## config.mk

```make
export PLATFORM = sky130hd
export DESIGN_NAME = line_position_pid_drive_top_flat
export DESIGN_NICKNAME = d
export VERILOG_FILES = /design/src/design/lpd_pkg.sv /design/src/design/lpd_chan_if.sv /design/src/design/line_position_pid_drive_top.sv /design/src/design/lpd_div.sv /design/src/design/lpd_mac.sv /design/src/flat_wrapper.sv
export VERILOG_INCLUDE_DIRS = /design/src /design/src/design
export SDC_FILE = /design/constraint.sdc
export NUM_CORES = 2
export LEC_CHECK = 0
export ABC_AREA = 1
export CAP_MARGIN = 15
export CORE_MARGIN = 3
export CORE_UTILIZATION = 55
export CTS_BUF_LIST = sky130_fd_sc_hd__clkbuf_8
export DETAILED_ROUTE_END_ITERATION = 10
export DONT_BUFFER_PORTS = 1
export PLACE_DENSITY = 0.8
export SYNTH_ARGS = -nofsm -noshare
export SYNTH_HDL_FRONTEND = slang
export SYNTH_HIERARCHICAL = 1
export SYNTH_SLANG_ARGS = --single-unit
```

## constraint.sdc

```tcl
create_clock -name clk -period 7.9 [get_ports clk]
set_input_delay 1.58 -clock clk [delete_from_list [all_inputs] [get_ports clk]]
set_output_delay 1.58 -clock clk [all_outputs]
set_load 0.05 [all_outputs]
```

## src/design/line_position_pid_drive_top_defines.svh

```systemverilog
// assertion macros for the line position pid drive block
`ifndef LINE_POSITION_PID_DRIVE_TOP_DEFINES_SVH
`define LINE_POSITION_PID_DRIVE_TOP_DEFINES_SVH
`ifndef SYNTH
// same-cycle implication, checked on every rising edge out of reset
`define LPD_ASSERT_SAME(lbl, ante, cons) \
  lbl: assert property (@(posedge clk) disable iff (!rst_n) (ante) |-> (cons)) \
    else $error("lpd check failed");
// next-cycle implication
`define LPD_ASSERT_NEXT(lbl, ante, cons) \
  lbl: assert property (@(posedge clk) disable iff (!rst_n) (ante) |=> (cons)) \
    else $error("lpd check failed");
`else
`define LPD_ASSERT_SAME(lbl, ante, cons)
`define LPD_ASSERT_NEXT(lbl, ante, cons)
`endif
`endif

```

## src/design/lpd_pkg.sv

```systemverilog
// shared types and constants for the line position pid drive block
package lpd_pkg;

  localparam int READ_W     = 10;
  localparam int THR_W      = 10;
  localparam int GAIN_W     = 24;
  localparam int LIM_W      = 13;
  localparam int DUTY_W     = 15;
  localparam int ERR_W      = 14;
  localparam int CFG_IDX_W  = 3;
  localparam int CFG_DATA_W = 24;
  localparam int WSUM_W     = 13;
  localparam int SUM_W      = 13;
  localparam int MAG_W      = 12;
  localparam int PROD_W     = 40;
  localparam int ACC_W      = 42;
  localparam int DUTY_FRAC  = 8;
  localparam int MUL_STEPS  = 3;
  localparam int MCNT_W     = 2;

  localparam logic signed [ERR_W-1:0] ERR_MAX   = 14'sd8191;
  localparam logic signed [ERR_W-1:0] ERR_MIN   = -14'sd8191;
  localparam logic signed [ERR_W-1:0] ERR_NEVER = 14'sh2000;

  localparam logic [THR_W-1:0]  THR_RST   = 10'd100;
  localparam logic [GAIN_W-1:0] PGAIN_RST = 24'd2293760;
  localparam logic [GAIN_W-1:0] IGAIN_RST = 24'd655;
  localparam logic [GAIN_W-1:0] DGAIN_RST = 24'd3932160;
  localparam logic [LIM_W-1:0]  LIM_RST   = 13'd7680;
  localparam logic [DUTY_W-1:0] BASE_RST  = 15'd22528;
  localparam logic [DUTY_W-1:0] MIN_RST   = 15'd14848;
  localparam logic [DUTY_W-1:0] MAX_RST   = 15'd23808;

  typedef enum logic [CFG_IDX_W-1:0] {
    REG_BLACK_THR  = 3'd0,
    REG_PROP_GAIN  = 3'd1,
    REG_INTEG_GAIN = 3'd2,
    REG_DERIV_GAIN = 3'd3,
    REG_INTEG_LIM  = 3'd4,
    REG_BASE_DUTY  = 3'd5,
    REG_MIN_DUTY   = 3'd6,
    REG_MAX_DUTY   = 3'd7
  } lpd_reg_t;

  typedef enum logic [2:0] {
    ST_IDLE,
    ST_DIV,
    ST_ERR,
    ST_MUL,
    ST_DRAIN,
    ST_CORR,
    ST_LEFT,
    ST_RIGHT
  } lpd_state_t;

  typedef struct packed {
    logic busy;
    logic done;
  } lpd_div_stat_t;

  typedef struct packed {
    logic clear;
    logic en;
  } lpd_mac_ctl_t;

endpackage

```

## src/design/lpd_chan_if.sv

```systemverilog
// valid/ready channel interfaces for sensor items and drive results
interface lpd_in_if import lpd_pkg::*; ();
  logic              valid;
  logic              ready;
  logic [READ_W-1:0] reading_far_left;
  logic [READ_W-1:0] reading_left;
  logic [READ_W-1:0] reading_center;
  logic [READ_W-1:0] reading_right;
  logic [READ_W-1:0] reading_far_right;

  modport source (
    output valid, reading_far_left, reading_left, reading_center,
           reading_right, reading_far_right,
    input  ready
  );
  modport sink (
    input  valid, reading_far_left, reading_left, reading_center,
           reading_right, reading_far_right,
    output ready
  );
endinterface

interface lpd_out_if import lpd_pkg::*; ();
  logic                    valid;
  logic                    ready;
  logic [DUTY_W-1:0]       left_duty;
  logic [DUTY_W-1:0]       right_duty;
  logic signed [ERR_W-1:0] line_error;
  logic                    line_lost;

  modport source (
    output valid, left_duty, right_duty, line_error, line_lost,
    input  ready
  );
  modport sink (
    input  valid, left_duty, right_duty, line_error, line_lost,
    output ready
  );
endinterface

```

## src/design/line_position_pid_drive_top.sv

```systemverilog
// line follower: weighted centroid position, pid correction, wheel duties
//
// in_ch carries one item of five line-sensor readings; out_ch returns one
// item per input: left and right wheel duty (Q7.8 percent), the scaled
// position error (signed Q.ERROR_FRAC_BITS) and a line-lost flag.
// Both channels use valid/ready; an item moves when both are high.
// The cfg port writes one of eight registers per cycle with cfg_we high;
// write only while no item is in flight.
// Steps: an item with the line in view runs through a restoring divider
// that yields one quotient bit per cycle (ERROR_FRAC_BITS+2 bits), then
// the error step, three multiplies on one shared multiplier, a drain step,
// the correction and the left and right duty steps; with the line lost the
// divider is skipped. in_ch.ready is high only in idle, so a new item is
// taken only after the last one has left its last step.
// The output register holds a result until taken, and the next item may be
// accepted meanwhile; it then waits in its last step for the register.
// Reset (synchronous, rst_n low) loads register defaults, clears the
// last error and the integral, and drops out_ch.valid.
module line_position_pid_drive_top import lpd_pkg::*; #(
  parameter int ERROR_FRAC_BITS = 8,
  parameter int GAIN_FRAC_BITS  = 16
) (
  input  logic                  clk,
  input  logic                  rst_n,
  lpd_in_if.sink                in_ch,
  lpd_out_if.source             out_ch,
  input  logic                  cfg_we,
  input  logic [CFG_IDX_W-1:0]  cfg_idx,
  input  logic [CFG_DATA_W-1:0] cfg_data
);

  `include "line_position_pid_drive_top_defines.svh"

  // quotient bits: |position| <= 3 in Q.ERROR_FRAC_BITS
  localparam int QUO_W  = ERROR_FRAC_BITS + 2;
  localparam int NUM_W  = MAG_W + ERROR_FRAC_BITS;
  localparam int POS_W  = ERROR_FRAC_BITS + 3;
  localparam int EW_RAW = ERROR_FRAC_BITS + 7;
  localparam int EW     = (EW_RAW > ERR_W + 1) ? EW_RAW : ERR_W + 1;
  localparam int SH     = ERROR_FRAC_BITS + GAIN_FRAC_BITS - DUTY_FRAC;
  localparam int DV_W   = ACC_W + 1;
  localparam logic [POS_W-1:0] POS_LOST = POS_W'(3) << ERROR_FRAC_BITS;
  localparam logic signed [ACC_W-1:0] RND = (ACC_W'(1) << SH) - ACC_W'(1);

  // configuration registers
  logic [THR_W-1:0]  thr_r;
  logic [GAIN_W-1:0] pgain_r, igain_r, dgain_r;
  logic [LIM_W-1:0]  lim_r;
  logic [DUTY_W-1:0] base_r, min_r, max_r;

  // sequencer
  lpd_state_t         state_r, state_nxt;
  logic [MCNT_W-1:0]  mcnt_r, mcnt_nxt;
  logic               in_acc;
  logic               out_load;
  logic               div_start;
  lpd_div_stat_t      div_stat;
  lpd_mac_ctl_t       mac_ctl;

  // per-item working values
  logic                    lost_r, neg_r;
  logic signed [ERR_W-1:0] err_r, integ_r;
  logic signed [ERR_W:0]   diff_r;
  logic signed [ACC_W-1:0] corr_r;
  logic [DUTY_W-1:0]       left_r;

  // loop state
  logic signed [ERR_W-1:0] last_err_r, ierr_r;

  // output register
  logic                    out_valid_r;
  logic [DUTY_W-1:0]       out_left_r, out_right_r;
  logic signed [ERR_W-1:0] out_err_r;
  logic                    out_lost_r;

  // accept-cycle sums of the readings
  logic signed [WSUM_W-1:0] e_fl, e_l, e_r, e_fr;
  logic signed [WSUM_W-1:0] wsum_c;
  logic [SUM_W-1:0]         sum_c;
  logic [MAG_W-1:0]         mag_c;
  logic [NUM_W-1:0]         num_c;
  logic                     lost_c;

  logic [QUO_W-1:0] quo;

  // error stage
  logic [POS_W-1:0]        qx_c;
  logic signed [POS_W-1:0] pos_c;
  logic signed [EW-1:0]    pos_x, err_w;
  logic signed [ERR_W-1:0] err_c;
  logic signed [ERR_W:0]   diff_c, isum_c, lim_c;
  logic signed [ERR_W-1:0] integ_c;

  // multiply operands
  logic [GAIN_W-1:0]     mgain_c;
  logic signed [ERR_W:0] mopnd_c;
  logic signed [ACC_W-1:0] acc;

  // correction and duty bounding
  logic signed [ACC_W-1:0] corr_c;
  logic signed [DV_W-1:0]  base_x, lo_x, hi_x, corr_x, dv_c;
  logic [DUTY_W-1:0]       duty_c;

  assign in_acc   = in_ch.valid && in_ch.ready;
  assign out_load = !out_valid_r || out_ch.ready;
  assign in_ch.ready = (state_r == ST_IDLE);

  // weights +3 +1 0 -1 -3; the center reading only adds to the plain sum
  assign e_fl   = $signed(WSUM_W'(in_ch.reading_far_left));
  assign e_l    = $signed(WSUM_W'(in_ch.reading_left));
  assign e_r    = $signed(WSUM_W'(in_ch.reading_right));
  assign e_fr   = $signed(WSUM_W'(in_ch.reading_far_right));
  assign wsum_c = (e_fl <<< 1) + e_fl + e_l - e_r - (e_fr <<< 1) - e_fr;
  assign sum_c  = SUM_W'(in_ch.reading_far_left) + SUM_W'(in_ch.reading_left)
                + SUM_W'(in_ch.reading_center) + SUM_W'(in_ch.reading_right)
                + SUM_W'(in_ch.reading_far_right);
  assign mag_c  = wsum_c[WSUM_W-1] ? MAG_W'(-wsum_c) : MAG_W'(wsum_c);
  assign num_c  = {mag_c, {ERROR_FRAC_BITS{1'b0}}};
  // a zero sum means every reading is at or below threshold, so lost covers it
  assign lost_c = (in_ch.reading_far_left <= thr_r) && (in_ch.reading_left <= thr_r)
               && (in_ch.reading_center <= thr_r) && (in_ch.reading_right <= thr_r)
               && (in_ch.reading_far_right <= thr_r);

  lpd_div #(
    .QUO_W (QUO_W),
    .NUM_W (NUM_W)
  ) u_div (
    .clk   (clk),
    .rst_n (rst_n),
    .start (div_start),
    .num   (num_c),
    .den   (sum_c),
    .quo   (quo),
    .stat  (div_stat)
  );

  // position: signed quotient, or +-3 following the last error when lost
  assign qx_c = POS_W'(quo);
  always_comb begin
    if (lost_r) begin
      pos_c = (last_err_r > 0) ? POS_LOST : -POS_LOST;
    end else begin
      pos_c = neg_r ? -qx_c : qx_c;
    end
  end

  // error = 10 * position, saturated to the output width
  assign pos_x = EW'(pos_c);
  assign err_w = (pos_x <<< 3) + (pos_x <<< 1);
  always_comb begin
    priority if (err_w > EW'(ERR_MAX)) begin
      err_c = ERR_MAX;
    end else if (err_w < EW'(ERR_MIN)) begin
      err_c = ERR_MIN;
    end else begin
      err_c = err_w[ERR_W-1:0];
    end
  end

  assign diff_c = (ERR_W+1)'(err_c) - (ERR_W+1)'(last_err_r);
  assign isum_c = (ERR_W+1)'(ierr_r) + (ERR_W+1)'(err_c);
  assign lim_c  = $signed((ERR_W+1)'(lim_r));

  always_comb begin
    priority if (isum_c < -lim_c) begin
      integ_c = ERR_W'(-lim_c);
    end else if (isum_c > lim_c) begin
      integ_c = ERR_W'(lim_c);
    end else begin
      integ_c = ERR_W'(isum_c);
    end
  end

  // one product per cycle: p*err, i*integral, d*diff
  always_comb begin
    unique case (mcnt_r)
      2'd0: begin
        mgain_c = pgain_r;
        mopnd_c = (ERR_W+1)'(err_r);
      end
      2'd1: begin
        mgain_c = igain_r;
        mopnd_c = (ERR_W+1)'(integ_r);
      end
      2'd2: begin
        mgain_c = dgain_r;
        mopnd_c = diff_r;
      end
      default: begin
        mgain_c = '0;
        mopnd_c = '0;
      end
    endcase
  end

  lpd_mac u_mac (
    .clk   (clk),
    .rst_n (rst_n),
    .ctl   (mac_ctl),
    .gain  (mgain_c),
    .opnd  (mopnd_c),
    .acc   (acc)
  );

  // to Q.8, truncating toward zero
  assign corr_c = (acc + (acc[ACC_W-1] ? RND : ACC_W'(0))) >>> SH;

  // shared add and bound: left uses base - corr, right base + corr
  assign base_x = $signed(DV_W'(base_r));
  assign lo_x   = $signed(DV_W'(min_r));
  assign hi_x   = $signed(DV_W'(max_r));
  assign corr_x = DV_W'(corr_r);
  assign dv_c   = base_x + ((state_r == ST_LEFT) ? -corr_x : corr_x);

  // max is checked first: when the two cross, a value above max gets max
  always_comb begin
    priority if (dv_c > hi_x) begin
      duty_c = max_r;
    end else if (dv_c < lo_x) begin
      duty_c = min_r;
    end else begin
      duty_c = dv_c[DUTY_W-1:0];
    end
  end

  // sequencer
  always_comb begin
    state_nxt = state_r;
    mcnt_nxt  = mcnt_r;
    div_start = 1'b0;
    mac_ctl   = '0;
    unique case (state_r)
      ST_IDLE: begin
        if (in_acc) begin
          div_start = !lost_c;
          state_nxt = lost_c ? ST_ERR : ST_DIV;
        end
      end
      ST_DIV: begin
        if (div_stat.done) begin
          state_nxt = ST_ERR;
        end
      end
      ST_ERR: begin
        mac_ctl.clear = 1'b1;
        mcnt_nxt      = '0;
        state_nxt     = ST_MUL;
      end
      ST_MUL: begin
        mac_ctl.en = 1'b1;
        if (mcnt_r == MCNT_W'(MUL_STEPS - 1)) begin
          state_nxt = ST_DRAIN;
        end else begin
          mcnt_nxt = mcnt_r + MCNT_W'(1);
        end
      end
      ST_DRAIN: begin
        state_nxt = ST_CORR;
      end
      ST_CORR: begin
        state_nxt = ST_LEFT;
      end
      ST_LEFT: begin
        state_nxt = ST_RIGHT;
      end
      ST_RIGHT: begin
        if (out_load) begin
          state_nxt = ST_IDLE;
        end
      end
    endcase
  end

  always_ff @(posedge clk) begin
    if (!rst_n) begin
      state_r     <= ST_IDLE;
      mcnt_r      <= '0;
      out_valid_r <= 1'b0;
      last_err_r  <= '0;
      ierr_r      <= '0;
    end else begin
      state_r <= state_nxt;
      mcnt_r  <= mcnt_nxt;
      if (state_r == ST_RIGHT && out_load) begin
        out_valid_r <= 1'b1;
      end else if (out_ch.ready) begin
        out_valid_r <= 1'b0;
      end
      // loop state moves on once per item
      if (state_r == ST_ERR) begin
        last_err_r <= err_c;
        ierr_r     <= integ_c;
      end
    end
  end

  // configuration writes, each truncated to its register width
  always_ff @(posedge clk) begin
    if (!rst_n) begin
      thr_r   <= THR_RST;
      pgain_r <= PGAIN_RST;
      igain_r <= IGAIN_RST;
      dgain_r <= DGAIN_RST;
      lim_r   <= LIM_RST;
      base_r  <= BASE_RST;
      min_r   <= MIN_RST;
      max_r   <= MAX_RST;
    end else if (cfg_we) begin
      unique case (lpd_reg_t'(cfg_idx))
        REG_BLACK_THR:  thr_r   <= cfg_data[THR_W-1:0];
        REG_PROP_GAIN:  pgain_r <= cfg_data[GAIN_W-1:0];
        REG_INTEG_GAIN: igain_r <= cfg_data[GAIN_W-1:0];
        REG_DERIV_GAIN: dgain_r <= cfg_data[GAIN_W-1:0];
        REG_INTEG_LIM:  lim_r   <= cfg_data[LIM_W-1:0];
        REG_BASE_DUTY:  base_r  <= cfg_data[DUTY_W-1:0];
        REG_MIN_DUTY:   min_r   <= cfg_data[DUTY_W-1:0];
        REG_MAX_DUTY:   max_r   <= cfg_data[DUTY_W-1:0];
      endcase
    end
  end

  // payload registers
  always_ff @(posedge clk) begin
    if (in_acc) begin
      lost_r <= lost_c;
      neg_r  <= wsum_c[WSUM_W-1];
    end
    if (state_r == ST_ERR) begin
      err_r   <= err_c;
      integ_r <= integ_c;
      diff_r  <= diff_c;
    end
    if (state_r == ST_CORR) begin
      corr_r <= corr_c;
    end
    if (state_r == ST_LEFT) begin
      left_r <= duty_c;
    end
    if (state_r == ST_RIGHT && out_load) begin
      out_left_r  <= left_r;
      out_right_r <= duty_c;
      out_err_r   <= err_r;
      out_lost_r  <= lost_r;
    end
  end

  assign out_ch.valid      = out_valid_r;
  assign out_ch.left_duty  = out_left_r;
  assign out_ch.right_duty = out_right_r;
  assign out_ch.line_error = out_err_r;
  assign out_ch.line_lost  = out_lost_r;

  // an accepted item either divides or goes straight to the error step
  `LPD_ASSERT_NEXT(a_accept_starts, in_acc, state_r == ST_DIV || state_r == ST_ERR)
  // the divider only runs while the sequencer waits on it
  `LPD_ASSERT_SAME(a_div_in_div, div_stat.busy, state_r == ST_DIV)
  // loop state already holds this item's error while products are formed
  `LPD_ASSERT_SAME(a_last_err_upd, state_r == ST_MUL, last_err_r == err_r)
  // saturation keeps the error off the most negative code
  `LPD_ASSERT_SAME(a_err_sat, state_r == ST_MUL, err_r != ERR_NEVER)
  // a new result comes only out of the last step
  `LPD_ASSERT_SAME(a_out_from_right, $rose(out_valid_r), $past(state_r) == ST_RIGHT)

endmodule

```

## src/design/lpd_div.sv

```systemverilog
// restoring divider, one quotient bit per cycle
module lpd_div import lpd_pkg::*; #(
  parameter int QUO_W = 10,
  parameter int NUM_W = 20
) (
  input  logic               clk,
  input  logic               rst_n,
  input  logic               start,
  input  logic [NUM_W-1:0]   num,
  input  logic [SUM_W-1:0]   den,
  output logic [QUO_W-1:0]   quo,
  output lpd_div_stat_t      stat
);

  localparam int DW    = SUM_W + QUO_W - 1;
  localparam int CNT_W = $clog2(QUO_W + 1);

  logic [DW-1:0]    rem_r, rem_nxt;
  logic [DW-1:0]    dsh_r, dsh_nxt;
  logic [QUO_W-1:0] quo_r, quo_nxt;
  logic [CNT_W-1:0] cnt_r, cnt_nxt;
  logic             busy_r, busy_nxt;
  logic             done_r, done_nxt;
  logic             ge;

  assign ge = (rem_r >= dsh_r);

  always_comb begin
    rem_nxt  = rem_r;
    dsh_nxt  = dsh_r;
    quo_nxt  = quo_r;
    cnt_nxt  = cnt_r;
    busy_nxt = busy_r;
    done_nxt = done_r;
    if (start) begin
      rem_nxt  = DW'(num);
      dsh_nxt  = DW'(den) << (QUO_W - 1);
      quo_nxt  = '0;
      cnt_nxt  = CNT_W'(QUO_W);
      busy_nxt = 1'b1;
      done_nxt = 1'b0;
    end else if (busy_r) begin
      if (ge) begin
        rem_nxt = rem_r - dsh_r;
      end
      quo_nxt = {quo_r[QUO_W-2:0], ge};
      dsh_nxt = dsh_r >> 1;
      cnt_nxt = cnt_r - CNT_W'(1);
      if (cnt_r == CNT_W'(1)) begin
        busy_nxt = 1'b0;
        done_nxt = 1'b1;
      end
    end
  end

  always_ff @(posedge clk) begin
    if (!rst_n) begin
      cnt_r  <= '0;
      busy_r <= 1'b0;
      done_r <= 1'b0;
    end else begin
      cnt_r  <= cnt_nxt;
      busy_r <= busy_nxt;
      done_r <= done_nxt;
    end
  end

  always_ff @(posedge clk) begin
    rem_r <= rem_nxt;
    dsh_r <= dsh_nxt;
    quo_r <= quo_nxt;
  end

  assign quo       = quo_r;
  assign stat.busy = busy_r;
  assign stat.done = done_r;

endmodule

```

## src/design/lpd_mac.sv

```systemverilog
// shared multiplier with registered product and accumulator
module lpd_mac import lpd_pkg::*; (
  input  logic                    clk,
  input  logic                    rst_n,
  input  lpd_mac_ctl_t            ctl,
  input  logic [GAIN_W-1:0]       gain,
  input  logic signed [ERR_W:0]   opnd,
  output logic signed [ACC_W-1:0] acc
);

  logic signed [PROD_W-1:0] prod_c;
  logic signed [PROD_W-1:0] prod_r;
  logic                     pv_r;
  logic signed [ACC_W-1:0]  acc_r;

  // gain is unsigned, so a zero sign bit goes in front
  assign prod_c = $signed({1'b0, gain}) * opnd;

  always_ff @(posedge clk) begin
    if (!rst_n) begin
      pv_r <= 1'b0;
    end else begin
      pv_r <= ctl.en;
    end
  end

  always_ff @(posedge clk) begin
    if (ctl.en) begin
      prod_r <= prod_c;
    end
    if (ctl.clear) begin
      acc_r <= '0;
    end else if (pv_r) begin
      acc_r <= acc_r + ACC_W'(prod_r);
    end
  end

  assign acc = acc_r;

endmodule
```

## src/flat_wrapper.sv

```systemverilog
// flat-port wrapper written by rule: the top's interface ports become plain ports
module line_position_pid_drive_top_flat import lpd_pkg::*;
#(
  parameter int ERROR_FRAC_BITS = 8,
  parameter int GAIN_FRAC_BITS  = 16
)
  (clk, rst_n, cfg_we, cfg_idx, cfg_data, in_ch_valid, in_ch_reading_far_left, in_ch_reading_left, in_ch_reading_center, in_ch_reading_right, in_ch_reading_far_right, in_ch_ready, out_ch_valid, out_ch_left_duty, out_ch_right_duty, out_ch_line_error, out_ch_line_lost, out_ch_ready);
  lpd_in_if in_ch_i ();
  lpd_out_if out_ch_i ();
  input  logic clk;
  input  logic rst_n;
  input  logic cfg_we;
  input  logic [CFG_IDX_W-1:0] cfg_idx;
  input  logic [CFG_DATA_W-1:0] cfg_data;
  input wire logic [$bits(in_ch_i.valid)-1:0] in_ch_valid;
  input wire logic [$bits(in_ch_i.reading_far_left)-1:0] in_ch_reading_far_left;
  input wire logic [$bits(in_ch_i.reading_left)-1:0] in_ch_reading_left;
  input wire logic [$bits(in_ch_i.reading_center)-1:0] in_ch_reading_center;
  input wire logic [$bits(in_ch_i.reading_right)-1:0] in_ch_reading_right;
  input wire logic [$bits(in_ch_i.reading_far_right)-1:0] in_ch_reading_far_right;
  output wire logic [$bits(in_ch_i.ready)-1:0] in_ch_ready;
  output wire logic [$bits(out_ch_i.valid)-1:0] out_ch_valid;
  output wire logic [$bits(out_ch_i.left_duty)-1:0] out_ch_left_duty;
  output wire logic [$bits(out_ch_i.right_duty)-1:0] out_ch_right_duty;
  output wire logic [$bits(out_ch_i.line_error)-1:0] out_ch_line_error;
  output wire logic [$bits(out_ch_i.line_lost)-1:0] out_ch_line_lost;
  input wire logic [$bits(out_ch_i.ready)-1:0] out_ch_ready;
  assign in_ch_i.valid = in_ch_valid;
  assign in_ch_i.reading_far_left = in_ch_reading_far_left;
  assign in_ch_i.reading_left = in_ch_reading_left;
  assign in_ch_i.reading_center = in_ch_reading_center;
  assign in_ch_i.reading_right = in_ch_reading_right;
  assign in_ch_i.reading_far_right = in_ch_reading_far_right;
  assign in_ch_ready = in_ch_i.ready;
  assign out_ch_valid = out_ch_i.valid;
  assign out_ch_left_duty = out_ch_i.left_duty;
  assign out_ch_right_duty = out_ch_i.right_duty;
  assign out_ch_line_error = out_ch_i.line_error;
  assign out_ch_line_lost = out_ch_i.line_lost;
  assign out_ch_i.ready = out_ch_ready;
  line_position_pid_drive_top #(.ERROR_FRAC_BITS(ERROR_FRAC_BITS), .GAIN_FRAC_BITS(GAIN_FRAC_BITS)) u_core (.clk(clk), .rst_n(rst_n), .in_ch(in_ch_i), .out_ch(out_ch_i), .cfg_we(cfg_we), .cfg_idx(cfg_idx), .cfg_data(cfg_data));
endmodule
```

After elaboration in Yosys (flattened, before gate mapping)

Cells that the tools add are included.

Register bits after elaboration: 448
Output and inout port bits: 47
Input bits: 82
Word-level logic and storage cells: 163

Bitwise operators: 1
Reduce and logical (&&, ||, !) cells: 30
Multipliers: 1
$lt $le $gt $ge: 13
Eq/ne operators: 22
Mux-type cells: 38
Add/subtract/negate cells: 22

Operator list:

| kind                                        | number |
|---|---|
| one-hot mux 24 bit (3 select lines)         | 1 |
| 2-to-1 mux 20 bit                           | 3 |
| 2-to-1 mux 14 bit                           | 4 |
| less-or-equal comparator 10 bit             | 5 |
| one-hot mux 15 bit (3 select lines)         | 1 |
| 2-to-1 mux 22 bit                           | 2 |
| adder 16 x 43 -> 43 bit                     | 1 |
| > comparator 43 x 16 -> 1 bit               | 1 |
| < comparator 43 x 16 -> 1 bit               | 1 |
| 2-to-1 mux 43 bit                           | 1 |
| negation 26 -> 43 bit                       | 1 |
| adder 42 x 17 -> 42 bit                     | 1 |
| adder 42 x 40 -> 42 bit                     | 1 |
| multiplier 25 x 15 -> 40 bit                | 1 |
| adder 13 x 10 -> 13 bit                     | 3 |
| 2-to-1 mux 11 bit                           | 3 |
| 2-to-1 mux 15 bit                           | 2 |
| subtractor 13 x 11 -> 13 bit                | 2 |
| equality test 3 bit (second input constant) | 8 |
| one-hot mux 3 bit (8 select lines)          | 1 |
| AND reduction 2 bit                         | 12 |
| >= comparator 22 bit                        | 1 |
| subtractor 22 bit                           | 1 |
| 2-to-1 mux 16 bit                           | 1 |
| 39 further kinds                            | 69 |

Longest topological paths before layout

Word-level depth: 11
Depth in mapped cells: 55
Depth with buffers taken out: 53

Modules after synthesis

The synthesis kept the hierarchy.

By module, submodules not included:

| module                      | cells each | times used | area each (sq um) | sequential area each (sq um) |
|---|---|---|---|---|
| line_position_pid_drive_top | 2984       | 1          | 22313.9           | 7417.1 |
| lpd_mac                     | 2587       | 1          | 18481.5           | 2062.0 |
| lpd_div                     | 522        | 1          | 3818.7            | 1531.5 |

Worst setup path after synthesis

No wires, ideal clock.

Kind: reg-to-reg
From: register u_core.u_div.quo_r[0] (netlist: u_core/u_div/quo[0])
To: register u_core.integ_r[10], data pin
Cell stages (with the launch flop): 37
Arrival: 6.553 ns
Data required time: 7.645 ns
Setup time: 0.255 ns
Path slack: 1.092 ns
Clock period less this slack: 6.808 ns
Buffers on the path: 3
Path through: dfxtp_1 inv_1 ha_1 nand4_1 o311ai_0 nand2_1 ha_1 inv_1 nor4_1 nand3_1 nand4_1 nand2_1 nand2_1 clkbuf_1 nand2_1 inv_1 fa_1 a21oi_1 o21ai_0 nand2_1 o211ai_1 a31oi_1 o21ai_0 nand2_1 a22oi_1 clkbuf_1 inv_1 ha_1 nand2_1 nor2_1 nand3_1 o2111ai_1 xor2_1 clkinv_1 clkbuf_1 nand3_1 nand2_1

Word-level cells in the longest chain between the ends: 11
Elaborated cells between the ends (all ways): 13
Those cells by class: 3 x add/sub; 4 x order compare; 6 x mux

RTL lines:

| what                          | line                               | text |
|---|---|---|
| from (decl)                   | lpd_div.sv:20                      | `logic [QUO_W-1:0] quo_r, quo_nxt;` |
| from (signal assigned)        | lpd_div.sv:71                      | `quo_r <= quo_nxt;` |
| negation 10 -> 11 bit         | line_position_pid_drive_top.sv:143 | `pos_c = neg_r ? -qx_c : qx_c;` |
| 2-to-1 mux 11 bit (*)         | line_position_pid_drive_top.sv:143 |  |
| 2-to-1 mux 11 bit (*)         | line_position_pid_drive_top.sv:140 | `if (lost_r) begin` |
| adder 14 x 12 -> 15 bit (*)   | line_position_pid_drive_top.sv:149 | `assign err_w = (pos_x <<< 3) + (pos_x <<< 1);` |
| < comparator 15 x 14 -> 1 bit | line_position_pid_drive_top.sv:153 | `end else if (err_w < EW'(ERR_MIN)) begin` |
| 2-to-1 mux 14 bit             | line_position_pid_drive_top.sv:153 |  |
| 2-to-1 mux 14 bit (*)         | line_position_pid_drive_top.sv:151 | `priority if (err_w > EW'(ERR_MAX)) begin` |
| net u_core.err_c[1]           | line_position_pid_drive_top.sv:90  | `logic signed [ERR_W-1:0] err_c;` |
| adder 14 x 14 -> 15 bit (*)   | line_position_pid_drive_top.sv:161 | `assign isum_c = (ERR_W+1)'(ierr_r) + (ERR_W+1)'(err_c);` |
| > comparator 15 x 14 -> 1 bit | line_position_pid_drive_top.sv:167 | `end else if (isum_c > lim_c) begin` |
| 2-to-1 mux 14 bit             | line_position_pid_drive_top.sv:167 |  |
| 2-to-1 mux 14 bit (*)         | line_position_pid_drive_top.sv:165 | `priority if (isum_c < -lim_c) begin` |
| net u_core.integ_c[10]        | line_position_pid_drive_top.sv:92  | `logic signed [ERR_W-1:0] integ_c;` |
| to (signal assigned)          | line_position_pid_drive_top.sv:330 | `integ_r <= integ_c;` |
| to (decl)                     | line_position_pid_drive_top.sv:62  | `logic signed [ERR_W-1:0] err_r, integ_r;` |

Mark *: on every way through the listed nets, which the timed path passes. The rest lies on a longest branch.
A chain may end at the register's enable or synchronous reset.

Worst setup path after layout

From: register u_core.mcnt_r[0]
To: register u_core.u_mac.prod_r[35], data pin

Word-level cells in the longest chain between the ends: 3
Elaborated cells between the ends (all ways): 6
Those cells by class: 1 x mul; 2 x eq/ne; 2 x mux; 1 x reduce/logical

RTL lines:

| what                                        | line                               | text |
|---|---|---|
| from (decl)                                 | line_position_pid_drive_top.sv:53  | `logic [MCNT_W-1:0] mcnt_r, mcnt_nxt;` |
| from (signal assigned)                      | line_position_pid_drive_top.sv:283 | `mcnt_r <= mcnt_nxt;` |
| equality test 2 bit (tied with other cells) | line_position_pid_drive_top.sv:176 | `unique case (mcnt_r)` |
| one-hot mux 15 bit (3 select lines) (*)     | line_position_pid_drive_top.sv:176 |  |
| net u_core.mopnd_c[11]                      | line_position_pid_drive_top.sv:96  | `logic signed [ERR_W:0] mopnd_c;` |
| multiplier 25 x 15 -> 40 bit (*)            | lpd_mac.sv:17                      | `assign prod_c = $signed({1'b0, gain}) * opnd;` |
| net u_core.u_mac.prod_c[35]                 | lpd_mac.sv:11                      | `logic signed [PROD_W-1:0] prod_c;` |
| to (signal assigned)                        | lpd_mac.sv:29                      | `prod_r <= prod_c;` |
| to (decl)                                   | lpd_mac.sv:12                      | `logic signed [PROD_W-1:0] prod_r;` |

Marks and branches as above.

==> impl_metrics.ini <==
[timing]
worst_pin_slew_ps = 1040
fin_crit_ps = 7280
maxSlewHeadroom_pct = 30.2
setup_viol = 0
fin_hold_ws_ps = 419
timing.final.crit_share_pct = 92.1
timing.fmax_mhz = 137
setup_tns_ps = 0
hold_viol_final = 0
drv_slew = 0
skew_ps = 58.0

[worst_setup_path]
rrSetupSlack_ps = 620
cp-start-kind = register
path_buf_inv = 7
path_delay_family = adder cells
crit_end = u_core/u_mac/prod_r[35]$_DFFE_PP_
crit_required_ps = 8290
slowest_delay_ps = 670
timing.rr.start = u_core/mcnt_r[0]$_SDFFE_PN0P_
crit_slowest_cell = inv_1
reg2reg_depth = 27
startpoint = u_core/mcnt_r[0]$_SDFFE_PN0P_
cp-end-kind = register
cp.depth = 27
crit_type = register to register
r2r_end = u_core/u_mac/prod_r[35]$_DFFE_PP_
cp_max_fo = 33
worstPathArrival_ps = 7660

[grt]
grt_pass1_vias = 38000
grt_usage_pct = 29.4
antenna_found_initial = 2
overflow = 0
grt_pass1_wl_um = 202000
grt_start_max_net_pins = 155

[floorplanning]
die_h_um = 291
io_pins = 129
die-area_um2 = 84600
coreArea_um2 = 79600
rows = 103
die_w_um = 291
start_util_pct = 56.0

[cells_and_area]
fin_util_pct = 59.5
synthToLayoutAreaGrowth_pct = 6.25
drive_gt1_share_pct = 4.59
finalInstanceArea_um2 = 47400
fin_nets = 6896

[clocking]
clock_latency_ps = 690
cts_tree = built
h-tree-depth = 3
root_buffer = clkbuf_8
clock_sinks = 448
ctsHoldBuffers = 0
cts_made_buffers = 80
path_clk_slew_ps = 70
clk_path_buf_depth = 3

[route]
wire_per_inst_um = 17.5
drt-initial-drc-count = 4270
post-route-drc-count = 0
vias_per_cell = 5.51
num_vias = 39500
wl_um = 125000
dr.pass1.iters = 6
ant_nets = 0

[status]
status = finished clean

[synthesis]
synth_area_um2 = 44600
netlist_instances = 6092
synth.avg_cell_area_um2 = 7.32
yosys_warnings = 6

[placement]
dp_hpwl_um = 97400
portBuffers = 0
placed_cell_area_um2 = 45600
routabilityCongestion = 0.958

[min_path]
hold_path_class = register to register

[run]
cap_violations = 0
state kept, by name (all words and copies together), names as in the netlist, 15 cells and up:
register / count
u_core/diff_r: 15
u_core/left_r: 15
u_core/pgain_r: 24
u_core/base_r: 15
u_core/max_r: 15
u_core/u_mac/prod_r: 40
u_core/out_ch.right_duty: 15
u_core/corr_r: 26
u_core/u_div/rem_r: 22
u_core/u_div/dsh_r: 22
u_core/igain_r: 24
u_core/u_mac/acc: 42
u_core/min_r: 15
u_core/dgain_r: 24
u_core/out_ch.left_duty: 15
worst min path at each step:
stage                                                       to  slack (ps)                  startpoint  cells after the start
after floorplan           u_core/out_ch.left_duty[0]$_DFFE_PP_         400  u_core/left_r[0]$_DFFE_PP_                      0
after global placement    u_core/out_ch.left_duty[0]$_DFFE_PP_         400  u_core/left_r[0]$_DFFE_PP_                      0
after detailed placement  u_core/out_ch.left_duty[0]$_DFFE_PP_         410  u_core/left_r[0]$_DFFE_PP_                      0
after CTS                 u_core/out_ch.left_duty[5]$_DFFE_PP_         410  u_core/left_r[5]$_DFFE_PP_                      0
after global routing      u_core/out_ch.left_duty[8]$_DFFE_PP_         420  u_core/left_r[8]$_DFFE_PP_                      0
final                     u_core/out_ch.left_duty[5]$_DFFE_PP_         420  u_core/left_r[5]$_DFFE_PP_                      0
cell usage in the layout (no fill, tap or decap), types with 6 or more instances in the layout:
cell	count
nand2_1	1578
inv_1	1172
nor2_1	587
ha_1	398
fa_1	358
nand3_1	329
a21oi_1	272
o21ai_0	245
dfxtp_1	243
edfxtp_1	204
xor2_1	118
clkbuf_8	87
nand4_1	65
xnor2_1	51
nor3_1	45
buf_4	36
nand2_2	34
o21bai_1	30
nor2_2	28
o211ai_1	17
or2_2	15
o22ai_1	15
a21o_1	14
clkinv_1	13
o21ai_1	13
clkinv_2	12
nand3b_1	11
nand3_2	11
inv_2	10
a31oi_1	10
nor4_1	8
conb_1	8
bufinv_16	7
o21a_1	7
nor3_2	6
o2111ai_1	6
final cells by class:
| type | count | area, um2 |
|---|---|---|
| Fill cell | 7207 | 32200 |
| Timing Repair Buffer | 39 | 330 |
| Multi-Input combinational cell | 4328 | 28700 |
| Antenna cell | 2 | 5.00 |
| Tap cell | 1050 | 1310 |
| Clock inverter | 63 | 509 |
| Clock buffer | 87 | 1200 |
| Sequential cell | 448 | 11000 |
| Inverter | 1161 | 4360 |
metal layers:
metal	global-route usage, %	part of all wire, %
met1	42.4	44
met2	45.0	43
met3	4.97	9.9
met4	9.14	3.0
met5	0	0
timing repair:
action / CTS / global route
gates resized for setup: 0 / 8
buffers inserted: 0 / 3
setup endpoints to repair: 0 / 28
worst reg2reg max path, stage by stage (launching register included):
cell and delay [ps]:
dfxtp_1 340, inv_1 100, ha_1 390, buf_12 250
nand2_1 90, nand3_1 70, nand2_1 50, inv_1 670
nand2_1 190, fa_1 580, inv_1 60, fa_1 480
fa_1 530, fa_1 550, fa_1 560, inv_1 60
fa_1 540, inv_1 40, ha_1 350, nand2_1 140
nor2_1 210, inv_1 80, nor2_1 170, nor2_1 60
nand2_1 150, nand3_1 130, nand3_1 100, nand2_1 60
through the flow:
step	worst slack, ps	std cells
after floorplan	1090	6099
after global placement	481	7023
after detailed placement	353	7023
after CTS	318	7173
after global routing	-23.4	7178
final	622	7178
Power is not shown: default switching activity piles up to over one toggle a cycle in this logic, so the estimate is an artifact.
